[src/qsr_sqrt_cell.sv]
module qsr_sqrt_cell #(
  parameter int SW     = 32,
  parameter int SIDE_W = 8
) (
  input  logic                clk,
  input  logic                rst_n,
  input  logic                v_in,
  input  logic [2*SW-1:0]     rad_in,
  input  logic [SW-1:0]       res_in,
  input  logic [SW:0]         rem_in,
  input  logic [SIDE_W-1:0]   side_in,
  output logic                v_out,
  output logic [2*SW-1:0]     rad_out,
  output logic [SW-1:0]       res_out,
  output logic [SW:0]         rem_out,
  output logic [SIDE_W-1:0]   side_out
);

  logic              valid_r;
  logic [2*SW-1:0]   rad_r, rad_nxt;
  logic [SW-1:0]     res_r, res_nxt;
  logic [SW:0]       rem_r, rem_nxt;
  logic [SIDE_W-1:0] side_r;
  logic [SW+2:0]     shifted;
  logic [SW+2:0]     trial;
  logic              ge;

  // one result bit per cell: bring down two radicand bits, try 4y+1
  always_comb begin
    shifted = {rem_in, rad_in[2*SW-1 -: 2]};
    trial   = {1'b0, res_in, 2'b01};
    ge      = shifted >= trial;
    rem_nxt = ge ? (SW+1)'(shifted - trial) : (SW+1)'(shifted);
    res_nxt = {res_in[SW-2:0], ge};
    rad_nxt = {rad_in[2*SW-3:0], 2'b00};
  end

  always_ff @(posedge clk) begin
    if (!rst_n) begin
      valid_r <= 1'b0;
    end else begin
      valid_r <= v_in;
    end
  end

  always_ff @(posedge clk) begin
    rad_r  <= rad_nxt;
    res_r  <= res_nxt;
    rem_r  <= rem_nxt;
    side_r <= side_in;
  end

  assign v_out    = valid_r;
  assign rad_out  = rad_r;
  assign res_out  = res_r;
  assign rem_out  = rem_r;
  assign side_out = side_r;

endmodule

[config.mk]
export PLATFORM = sky130hd
export DESIGN_NAME = qsr_sqrt_cell
export DESIGN_NICKNAME = d
export VERILOG_FILES = /design/src/qsr_sqrt_cell.sv
export SDC_FILE = /design/constraint.sdc
export NUM_CORES = 1
export LEC_CHECK = 0
export BUFFER_PORTS_ARGS = -buffer_cell sky130_fd_sc_hd__buf_2
export CAP_MARGIN = 30
export CORE_MARGIN = 2
export CORE_UTILIZATION = 25
export CTS_CLUSTER_SIZE = 10
export DETAILED_ROUTE_END_ITERATION = 8
export SETUP_SLACK_MARGIN = 0.3
export SYNTH_ARGS = -nofsm -noshare
export SYNTH_HDL_FRONTEND = slang
export SYNTH_SLANG_ARGS = --single-unit
[constraint.sdc]
create_clock -name clk -period 7.4 [get_ports clk]
set_clock_uncertainty 0.1 [all_clocks]
set_input_delay 1.48 -clock clk [delete_from_list [all_inputs] [get_ports clk]]
set_output_delay 1.48 -clock clk [all_outputs]
set_load 0.005 [all_outputs]
* After elaboration in Yosys (flattened, before gate mapping)
Index checks and enable logic that the tools add are counted.
Operators by class: $lt $le $gt $ge 1, add/subtract/negate cells 1, mux-type cells 1
Operators by type and width (count):
- $ge A35 B34 Y1 | 1
- $mux W33 | 1
- $sub A33 B33 Y33 | 1
Word-level totals: word-level logic and storage cells 8, bits in registers 136, input bits 140, output and inout port bits 138

* Logic depth before layout (Yosys ltp)
word-level depth 2, mapped depth 14, mapped depth without buffers 11

* Least setup slack after synthesis
Ideal clock, no wire load.
path type input port to flip-flop, from input port res_in[5], to register rem_r[32], in the netlist rem_out[32], path slack 3566 ps, library setup time 122 ps, buffers on the path 0, cell stages on the path 11, required time 7178 ps, arrival time 3612 ps, cells stage by stage inv_1 ha_1 a211oi_2 o21bai_1 a21o_1 a221o_1 a221o_1 a21o_1 a21oi_2 xor2_1 a21oi_1
Between the ends: longest elaborated chain between the ends 2, elaborated cells between the ends (all ways) 3, classes of those cells 1 x add/sub; 1 x order compare; 1 x mux
Ends and longest elaborated chain:
- start: declaration | RTL line 9 | input logic [SW-1:0] res_in,
- $sub A33 B33 Y33 or $ge A35 B34 Y1 (tied branches) | RTL line 33, 32
- $mux W33 * | RTL line 33 | rem_nxt = ge ? (SW+1)'(shifted - trial) : (SW+1)'(shifted);
- named net rem_nxt[32] | RTL line 22 | logic [SW:0] rem_r, rem_nxt;
- end signal: assignment | RTL line 49 | rem_r <= rem_nxt;
- end: declaration | RTL line 22
Mark *: on every way through the listed nets, which the timed path passes. The rest lies on a longest branch. A chain may end at the register's enable or synchronous reset.

* Worst setup path in the final report
from input port res_in[0], to register rem_r[8], in the netlist rem_out[8]
The elaborated chain is that of the path after synthesis.

==> reports/metrics.yaml <==
timing:
  finalWorstSetupSlack_ps: 3050
  relSlewSlack_pct: 54.1
  fin_tns_setup_ps: 0
  timing.final.crit_share_pct: 58.8
  hold_viol: 0
  drv_slew: 0
  tightestPinTransition_ps: 682
  fmax_ghz: 0.230
  rsz0062_at_grt: "no"
  finalCriticalPeriod_ps: 4350
  setup_viol: 0
routing:
  dr.pass1.iters: 5
  final_antenna_net_count: 0
  wl_per_cell_um: 14.0
  avgViaCountPerCell: 4.16
  drc: 0
  dr.first_iter.drc_count: 151
  vias: 4387
  wl_mm: 14.8
place:
  numPortBuffers: 275
  gp_congestion: 0.789
  post-place-ws_ps: 2590
  hpwl_mm: 12.0
floorplanning:
  io_pins: 278
  die_height_um: 146
  rows: 51
  initial_utilization_pct: 25.6
  core_um2: 19600
  die-area_um2: 21200
  dieWidth_um: 146
synth:
  netlist_area_um2: 5010
  synth-edff-count: 0
  synthArstFlopShare_pct: 0
  seq_area_frac_synth_pct: 54.3
  yosys.area.top_type: "dfxtp_1"
  synth_warnings: 0
  netlist_top_cells_count: "dfxtp_1, a21oi_1, nor2_1"
  synth_flop_cell: "dfxtp_1"
  synth.most_common_cell: "dfxtp_1"
  avgSynthCellArea_um2: 10.1
  yosysTopAreaCellShare_pct: 54.3
  synth_seq_cells: 136
  yosys-top-cells-area: "dfxtp_1, ha_1, a21oi_1"
  syn_inst: 498
  synth.distinct_cells: 48
layout:
  fin_nets: 950
  syn2layout_area_growth_pct: 44.7
  drive_gt1_share_pct: 40.6
  final_core_util_pct: 37.0
  fillers: 2025
pwr:
  power_density_nw_per_um2: 281
  vdd_drop_max_v: 0.000144
  p_leak_nw: 3.59
  p_total_mw: 2.04
critical_path:
  critPathKind: "input port to register"
  path_buf_inv: 3
  cp_max_fo: 40
  cp_slowest_cell: "buf_4"
  critPathLaunchType: "input port"
  path_delay_family: "compound AO/OA/AOI/OAI gates"
  endpoint_kind: "register"
  max_stage_delay_ps: 460
  path_cells: "buf_2 > inv_1 > ha_1 > o21ai_0 > a211oi_2 > nand2_1 > a221o_1 > a21oi_1 > a21oi_1 > o21ai_4 > buf_4 > mux2_2"
  crit_top_cell: "a21oi_1"
  crit_arrival_ps: 4550
  required_ps: 7600
cts:
  clock-sinks: 136
  cts.path.max_buffers: 2
  cts_buffers: 17
  htreeDepth: 4
  clk_pin_slew_ps: 60
  hold_buffers: 0
  cts_tree: "done"
  cts_setup_buffers: 0
  cts_resized: 0
  clockRootBuffer: "clkbuf_16"
grt:
  track_usage_pct: 13.9
  antenna_found_initial: 2
  grt_pass1_wl_mm: 22.9
  grt_max_degree: 41
  overflow: 0
  grt_pass1_vias: 4351
min_path:
  hold_depth: 1
  whs_endpoint: "rad_out[51]"
  hold_path.class: "input port to register"
  hp-start: "rad_in[49]"
job:
  drv_cap: 0
outcome:
  status: "finished clean"
## how the worst max path moves through the flow
stage | startpoint | slack, ps | cells past startpoint | to
after global placement | res_in[0] | 2650 | 12 | rem_out[8]
final | res_in[0] | 3050 | 12 | rem_out[8]
after detailed placement | res_in[0] | 2590 | 12 | rem_out[8]
after CTS | res_in[0] | 3010 | 12 | rem_out[6]
after floorplan | res_in[5] | 3570 | 11 | rem_out[32]
after global routing | res_in[0] | 2740 | 12 | rem_out[8]
## cells in the final DEF (no fill, tap or decap), types with 7 or more instances in the layout
master and instances:
a21oi_1 56, a21o_1 9, dfxtp_1 136, o21a_1 8
clkbuf_16 17, nand3_1 8, buf_2 275, mux2_2 7
xor2_1 9, inv_1 39, nand2_1 28, ha_1 34
o21ai_0 20, xnor2_1 19, nor2_1 42
## metrics by stage
step | instances | hold slack, ps | cell area (um^2)
floorplan | 499 | 1410 | 5020
global placement | 1022 | 1480 | 6640
detailed placement | 1022 | 1480 | 6640
CTS | 1053 | 1040 | 7250
global route | 1054 | 1040 | 7260
finish | 1054 | 1060 | 7260
## cell families (layout without fill, tap and decap cells)
| logic type | after synthesis | in the layout | share of synthesized area [%] |
|---|---|---|---|
| compound gates | 131 | 131 | 16.5 |
| xor+xnor | 28 | 28 | 4.89 |
| fa+ha+maj | 34 | 34 | 8.48 |
| buf+inv | 57 | 346 | 4.92 |
| flops | 136 | 136 | 54.3 |
| mux | 7 | 7 | 1.57 |
| other cells | 1 | 3 | 0.0748 |
| simple gates | 104 | 104 | 9.28 |
## sequential cells by signal (all words and copies together) (netlist names)
register  flops
side_out      8
v_out         1
res_out      32
rem_out      33
rad_out      62
## metal layers
metal  global-route usage, %  vias to the layer above  wire length [um]
li1                        -                     2264                 -
met1                    15.5                     1937              6200
met3                    5.39                       13              1100
met2                    23.9                      171              7210
met4                    5.29                        2               238
met5                       0                        -                13
## final cells by class
cell class	instances	area [um^2]	share of cell area [%]
Tap cell	265	332	4.57
Clock buffer	17	425	5.86
Inverter	39	146	2.02
Timing Repair Buffer	276	1380	19.1
Multi-Input combinational cell	306	2060	28.3
Clock inverter	14	188	2.59
Sequential cell	136	2720	37.5
Antenna cell	1	2.50	0.0345
## where the power goes
group	switching [mW]	internal [mW]	leakage, nW
clock	0.348	0.539	0.292
combinational	0.176	0.158	2.15
sequential	0.0146	0.800	1.15
total	0.539	1.50	3.59
Power figures use the tool's default switching activity.
