$ cat config.mk
export PLATFORM = sky130hd
export DESIGN_NAME = qsr_div_cell
export DESIGN_NICKNAME = d
export VERILOG_FILES = /design/src/qsr_div_cell.sv
export SDC_FILE = /design/constraint.sdc
export NUM_CORES = 1
export LEC_CHECK = 0
export BUFFER_PORTS_ARGS = -buffer_cell sky130_fd_sc_hd__buf_4
export CORE_MARGIN = 4
export CORE_UTILIZATION = 46
export DETAILED_ROUTE_END_ITERATION = 12
export GPL_TIMING_DRIVEN = 0
export PLACE_DENSITY_LB_ADDON = 0.1
export RECOVER_POWER = 25
export SLEW_MARGIN = 15
export SYNTH_ARGS = -nofsm -noshare
export SYNTH_HDL_FRONTEND = slang
export SYNTH_SLANG_ARGS = --single-unit
$ cat constraint.sdc
create_clock -name clk -period 3.7 [get_ports clk]
set_input_delay 0.74 -clock clk [delete_from_list [all_inputs] [get_ports clk]]
set_output_delay 0.74 -clock clk [all_outputs]
set_load 0.05 [all_outputs]
$ cat src/qsr_div_cell.sv
module qsr_div_cell #(
  parameter int NW     = 49,
  parameter int DW     = 33,
  parameter int SIDE_W = 3
) (
  input  logic              clk,
  input  logic              rst_n,
  input  logic              v_in,
  input  logic [NW-1:0]     num_in,
  input  logic [DW-1:0]     rem_in,
  input  logic [DW-1:0]     den_in,
  input  logic [SIDE_W-1:0] side_in,
  output logic              v_out,
  output logic [NW-1:0]     num_out,
  output logic [DW-1:0]     rem_out,
  output logic [DW-1:0]     den_out,
  output logic [SIDE_W-1:0] side_out
);

  logic              valid_r;
  logic [NW-1:0]     num_r, num_nxt;
  logic [DW-1:0]     rem_r, rem_nxt;
  logic [DW-1:0]     den_r;
  logic [SIDE_W-1:0] side_r;
  logic [DW:0]       trial;
  logic              ge;

  // restoring step: quotient bits shift in where numerator bits leave
  always_comb begin
    trial   = {rem_in, num_in[NW-1]};
    ge      = trial >= {1'b0, den_in};
    rem_nxt = ge ? DW'(trial - {1'b0, den_in}) : trial[DW-1:0];
    num_nxt = {num_in[NW-2:0], ge};
  end

  always_ff @(posedge clk) begin
    if (!rst_n) begin
      valid_r <= 1'b0;
    end else begin
      valid_r <= v_in;
    end
  end

  always_ff @(posedge clk) begin
    num_r  <= num_nxt;
    rem_r  <= rem_nxt;
    den_r  <= den_in;
    side_r <= side_in;
  end

  assign v_out    = valid_r;
  assign num_out  = num_r;
  assign rem_out  = rem_r;
  assign den_out  = den_r;
  assign side_out = side_r;

endmodule

Yosys cells after proc, flatten, opt, wreduce, memory -nomap -nowiden
Index checks and enable logic that the tools add are counted.
{"block": "classes", "add_sub_neg": 1, "order_cmp": 1, "muxes": 1}
{"cell": "34-bit by 33-bit greater-or-equal comparator with 1-bit output", "n": 1}
{"cell": "33-bit two-way mux", "n": 1}
{"cell": "33-bit subtractor", "n": 1}
{"block": "totals", "word_cells": 8, "input_bits": 121, "register_bits": 119}

Depth between registers and ports, before layout
Gate-level depths: netlist (run 1).
{"block": "logic_depth", "depth_word": 2, "depth_mapped": 14}

Worst setup path after synthesis (run 1)
Ideal clock, no wire load.
{"block": "synth_path", "path_type": "in2reg", "startpoint": "input num_in[48]", "endpoint": "register rem_r[1] (netlist: rem_out[1])", "slack_ns": 0.653, "required_ns": 3.579, "arrival_ns": 2.926, "cell_stages": 12, "cell_sequence": "inv_1 > ha_1 > inv_1 > fa_1 > a21o_1 > a221oi_2 > o21ai_2 > a21boi_2 > o31ai_2 > a21oi_4 > buf_12 > mux2_4"}
{"block": "synth_via", "elab_chain_cells": 2, "elab_cells_between_ends": 3}
{"element": "start, declared", "line": "9", "source": "input logic [NW-1:0] num_in,"}
{"element": "33-bit subtractor / 34-bit by 33-bit greater-or-equal comparator with 1-bit output (equally long branches)", "line": "32, 31"}
{"element": "33-bit two-way mux *", "line": "32", "source": "rem_nxt = ge ? DW'(trial - {1'b0, den_in}) : trial[DW-1:0];"}
{"element": "via rem_nxt[1]", "line": "22", "source": "logic [DW-1:0] rem_r, rem_nxt;"}
{"element": "end signal, assigned", "line": "46", "source": "rem_r <= rem_nxt;"}
{"element": "end, declared", "line": "22"}
The timed path passes the listed nets; every way through them passes the cells marked *.
A chain may end at the register's enable or synchronous reset.

Worst setup path after layout (run 1)
{"block": "layout_path", "startpoint": "input num_in[48]", "endpoint": "register rem_r[3] (netlist: rem_out[3])"}
Same word-level chain as after synthesis.

==> results.cfg, run 1 <==
[floorplan]
initial_core_util_pct = 47.4
die_y_um = 111
dieArea_um2 = 12400
die_w_um = 111
coreArea_um2 = 10400
rows = 37
ios = 240

[layout]
final_layout_size_suffix_gt1_share_pct = 43.7
final_common_cell = buf_4
final_cell_mix = buf_4, dfxtp_1, clkbuf_4
area_growth_pct = 52.3
diodes = 0
nNetsFinal = 899
final_cell_area_um2 = 7490

[grt]
antenna_found_initial = 0
grt_pass1_vias = 4529
overflow = 0
grt_first_pass_wirelength_um = 22500
grt_use_total_pct = 22.4
grt_max_degree = 17

[setup_path]
cp.required_ps = 4080
cpMaxStageDelayCell = a221oi_2
worstPathArrival_ps = 3470
cp_cell_sequence = buf_4 -> inv_1 -> ha_1 -> inv_1 -> fa_1 -> a21o_1 -> a221oi_2 -> o21ai_2 -> a21boi_2 -> o31ai_2 -> a21oi_4 -> buf_2 -> o21ai_1
cpPeakStageDelay_ps = 470
path_buf_inv = 4
path_class = primary input to flop
path_max_fanout = 10
cp-end-kind = flop
critPathTopFamily = compound AO/OA/AOI/OAI gates
critPathLaunchType = primary input
cpMostUsedCell = inv_1

[clocking]
cts.clk_slew.worst_paths_ps = 60
clock-sinks = 119
postCtsHoldBufs = 0
root_buffer = clkbuf_8
cts_buffers = 17
cts_resized = 0
cts_tree = built
cts_buffer_depth = 2
cts_setup_buffers = 0
cts_max_level = 4

[power_and_ir_drop]
power.static_leakage_nw = 3.66
max-vdd-ir-drop_mv = 0.344
cellPowerDensity_nw_per_um2 = 583

[sta]
slew-limit-headroom_pct = 62.3
layout_setup_ws_ps = 615
tightest_slew_ps = 560
fin_crit_sh_pct = 83.4
setup_viol = 0
final_max_slew_viol_count = 0
whs_ps = 339
fmax_mhz = 324
rsz0062_at_grt = no
final.setup.tns_ps = 0
post-route-min-period_ps = 3090
hold_viol = 0

[place]
routabilityCongestion = 0.871
placed_cell_area_um2 = 6880
hpwl_um = 11000
place.port_buffers = 239
preCtsSetupSlack_ps = 180

[synth]
synth.avg_cell_area_um2 = 10.1
synth_edf_count = 0
synth.distinct_cells = 61
ys_async_sr_fraction_pct = 0
syn_area_um2 = 4920
synth_flop_cell = dfxtp_1
yosys_warnings = 0
synth-seq-area-share_pct = 48.5
synthesis.nets = 641
netlist_instances = 486
synth_seq_cells = 119

[detailed_routing]
drt_wl_total_um = 13900
dr_total_vias = 4401
routedWlPerCell_um = 15.6
route.antenna.remaining_nets = 0
via_per_inst = 4.93
drt_iter0_markers = 218
drc = 0
first_pass_iters = 4

[run_status]
status = completed

[worst_hold_path]
min_from = num_in[34]
hold_end = num_out[35]$_DFF_P_
hold_path.class = primary input to flop
min_path_cells = 1

[run]
max_cap_violations = 0
## worst max-delay path by stage
stage	depth (start not counted)	to	start	slack [ps]
3_3_place_gp	13	rem_out[1]$_DFF_P_	num_in[48]	160
2_1_floorplan	12	rem_out[1]$_DFF_P_	num_in[48]	650
4_1_cts	13	rem_out[3]$_DFF_P_	num_in[48]	670
5_1_grt	13	rem_out[3]$_DFF_P_	num_in[48]	510
6_report	13	rem_out[3]$_DFF_P_	num_in[48]	610
3_5_place_dp	13	rem_out[3]$_DFF_P_	num_in[48]	180
## state kept, by name (all words and copies together) (netlist names)
| signal | cells |
|---|---|
| den_out | 33 |
| num_out | 49 |
| rem_out | 33 |
| side_out | 3 |
| v_out | 1 |
## logic make-up after synthesis
group           after synthesis  share of synthesized area (%)
buf+inv                      62                           6.39
fa+ha+maj                    34                           8.81
flops                       119                           48.5
compound gates              136                           20.4
xor+xnor                     28                           4.99
simple gates                106                           10.7
mux                           1                          0.305
## synthesized netlist by cell type (all sizes together), types with 3 or more instances
library cell	n	share of area [%]
and3	9	1.2
xor2	13	2.3
buf	14	2.7
o211ai	3	0.46
o21a	4	0.61
o21ai	48	6.6
nor2b	3	0.38
dfxtp	119	48
nand2b	4	0.51
a31oi	3	0.38
nor2	14	1.1
inv	45	3.4
nand3	6	0.61
o21bai	6	0.92
a21oi	34	3.8
nand4	5	0.64
xnor2	15	2.7
nor4	4	0.64
nor3	4	0.41
a21o	12	1.8
a211oi	3	0.56
ha	33	8.4
nand2	52	4.5
o31ai	6	1.1
clkbuf	3	0.23
## power by group
group	switching [W]	internal (W)	total, W
sequential	0.0000340	0.00141	0.00144
clock	0.000628	0.00104	0.00167
combinational	0.000810	0.000437	0.00125
## routing by layer
layer	GRT usage (%)	vias to the layer above	routed length, µm
met2	39.7	170	7200
met3	6.90	20	857
met5	0	-	0
met4	7.30	0	220
li1	-	2211	-
met1	25.7	2000	5660
## area by class of cell
cell class | count | area, µm²
Tap cell | 136 | 170
Inverter | 45 | 169
Timing Repair Buffer | 239 | 1790
Clock inverter | 15 | 193
Buffer | 17 | 145
Sequential cell | 119 | 2380
Clock buffer | 17 | 414
Multi-Input combinational cell | 305 | 2220
Fill cell | 799 | 2880
## through the flow
stage                     std cells  power, W  util, %
after floorplan                 486   0.00231        -
after global placement          861   0.00271     66.3
after detailed placement        861   0.00272     66.3
after CTS                       893   0.00440     72.2
after global routing            893   0.00455     72.2
final                           893   0.00436     72.2
Note: power is estimated with default switching activity, not from simulation.
==> inputs of run 2 (changes only) <==
--- a/config.mk
+++ b/config.mk
@@ -7,7 +7,7 @@
 export LEC_CHECK = 0
 export BUFFER_PORTS_ARGS = -buffer_cell sky130_fd_sc_hd__buf_4
 export CORE_MARGIN = 4
-export CORE_UTILIZATION = 46
+export CORE_UTILIZATION = 42
 export DETAILED_ROUTE_END_ITERATION = 12
 export GPL_TIMING_DRIVEN = 0
 export PLACE_DENSITY_LB_ADDON = 0.1
==> constraint.sdc (replaced) <==
create_clock -name clk -period 2.5 [get_ports clk]
set_input_delay 0.5 -clock clk [delete_from_list [all_inputs] [get_ports clk]]
set_output_delay 0.5 -clock clk [all_outputs]
set_load 0.05 [all_outputs]
==> results.cfg, run 2 (synthesis gave the netlist of run 1 again) <==
[floorplan]
die_w_um = 116
ios = 240
dieArea_um2 = 13500
die_y_um = 116
initial_core_util_pct = 43.1
rows = 39
coreArea_um2 = 11400

[clocking]
cts.clk_slew.worst_paths_ps = 50
clock-sinks = 119
root_buffer = clkbuf_16
cts_buffers = 17
cts_tree = built
cts_buffer_depth = 2
cts_max_level = 4

[grt]
overflow = 0
grt_first_pass_wirelength_um = 20300
grt_use_total_pct = 19.0
antenna_found_initial = 0
grt_max_degree = 17
grt_pass1_vias = 4297

[place]
place.port_buffers = 239
hpwl_um = 10600
routabilityCongestion = 0.858
dp.cells = 868
placed_cell_area_um2 = 6950
preCtsSetupSlack_ps = -615

[setup_path]
cp.required_ps = 2790
path_max_fanout = 3
critPathLaunchType = primary input
path_class = primary input to flop
worstPathArrival_ps = 2750
cp-end-kind = flop

[sta]
final_max_slew_viol_count = 0
layout_setup_ws_ps = 36.9
setup_viol = 0
hold_viol = 0
fin_crit_sh_pct = 98.5
tightest_slew_ps = 448
fmax_mhz = 406
rsz0062_at_grt = yes
post-route-min-period_ps = 2460
slew-limit-headroom_pct = 69.8

[detailed_routing]
dr_total_vias = 4439
via_per_inst = 4.86
routedWlPerCell_um = 14.6
first_pass_iters = 4
drc = 0
drt_wl_total_um = 13400
route.antenna.remaining_nets = 0
drt_iter0_markers = 131

[layout]
diodes = 0
area_growth_pct = 58.0
nNetsFinal = 912
instances_no_fill = 913
final_common_cell = buf_4
final_layout_size_suffix_gt1_share_pct = 46.5
largest_register_ff_count = 49
final_cell_area_um2 = 7770
final_cell_mix = buf_4, dfxtp_1, clkbuf_4

[run]
max_cap_violations = 0

[power_and_ir_drop]
max-vdd-ir-drop_mv = 0.653
cellPowerDensity_nw_per_um2 = 838
p_total_w = 0.00651
power.static_leakage_nw = 3.74

[worst_hold_path]
hold_path.class = primary input to flop

[run_status]
status = completed
## run 2: cell count changes in the layout (fill, tap and decap cells not counted), moves of 3 or more
cell,before,now
inv_6,5,1
buf_4,181,196
nand2_2,10,13
buf_2,6,2
a21oi_1,32,29
a21oi_2,1,4
nand2_1,42,39
## run 2: repair_timing
action | 4_1_cts | 5_1_grt
resized for setup | 3 | 24
setup buffers | 8 | 5
endpoints found under the hold margin | 0 | 0
pin swaps | 9 | 15
endpoints found under the setup margin | 34 | 34
hold buffers | 0 | 0
## run 2: metrics by stage
step	hold slack [ps]	utilization [%]	TNS, ps
finish	208	68.0	0
global route	187	68.0	-189
CTS	176	66.9	-65.5
detailed placement	606	60.9	-18970
global placement	604	60.9	-18480
floorplan	528	-	-2750
## run 2: area by class of cell
type / count / area (µm²)
Inverter: 45 / 181
Sequential cell: 119 / 2380
Clock buffer: 22 / 464
Tap cell: 143 / 179
Clock inverter: 10 / 144
Timing Repair Buffer: 252 / 1900
Fill cell: 954 / 3650
Buffer: 17 / 166
Multi-Input combinational cell: 305 / 2350
## run 2: metal layers
metal | share of wire, % | GRT usage [%] | wire, µm
met1 | 39 | 22.3 | 5170
met2 | 51 | 32.8 | 6860
met3 | 9.3 | 6.84 | 1240
met4 | 0.82 | 5.80 | 110
met5 | 0 | 0 | 0
## run 2: where the power goes
group | leakage, nW | total (W) | internal, W | switching (W)
sequential | 1.00 | 0.00214 | 0.00209 | 0.0000493
combinational | 2.45 | 0.00192 | 0.000701 | 0.00122
clock | 0.287 | 0.00246 | 0.00162 | 0.000832
## run 2: final timing paths
check,startpoint,to,slack [ps],cells after the start
worst max-delay path,num_in[48],rem_out[32]$_DFF_P_,40,13
worst min-delay path,den_in[21],den_out[21]$_DFF_P_,210,1
## run 2: critical path, cell delays in order
cell and delay [ps]:
buf_12 110, inv_12 40, ha_4 110, inv_2 30, fa_2 340, a21o_1 200, a221oi_4 300, o211a_1 270
o21ai_4 90, a211oi_4 350, o311ai_2 160, xnor2_1 170, o21ai_1 70
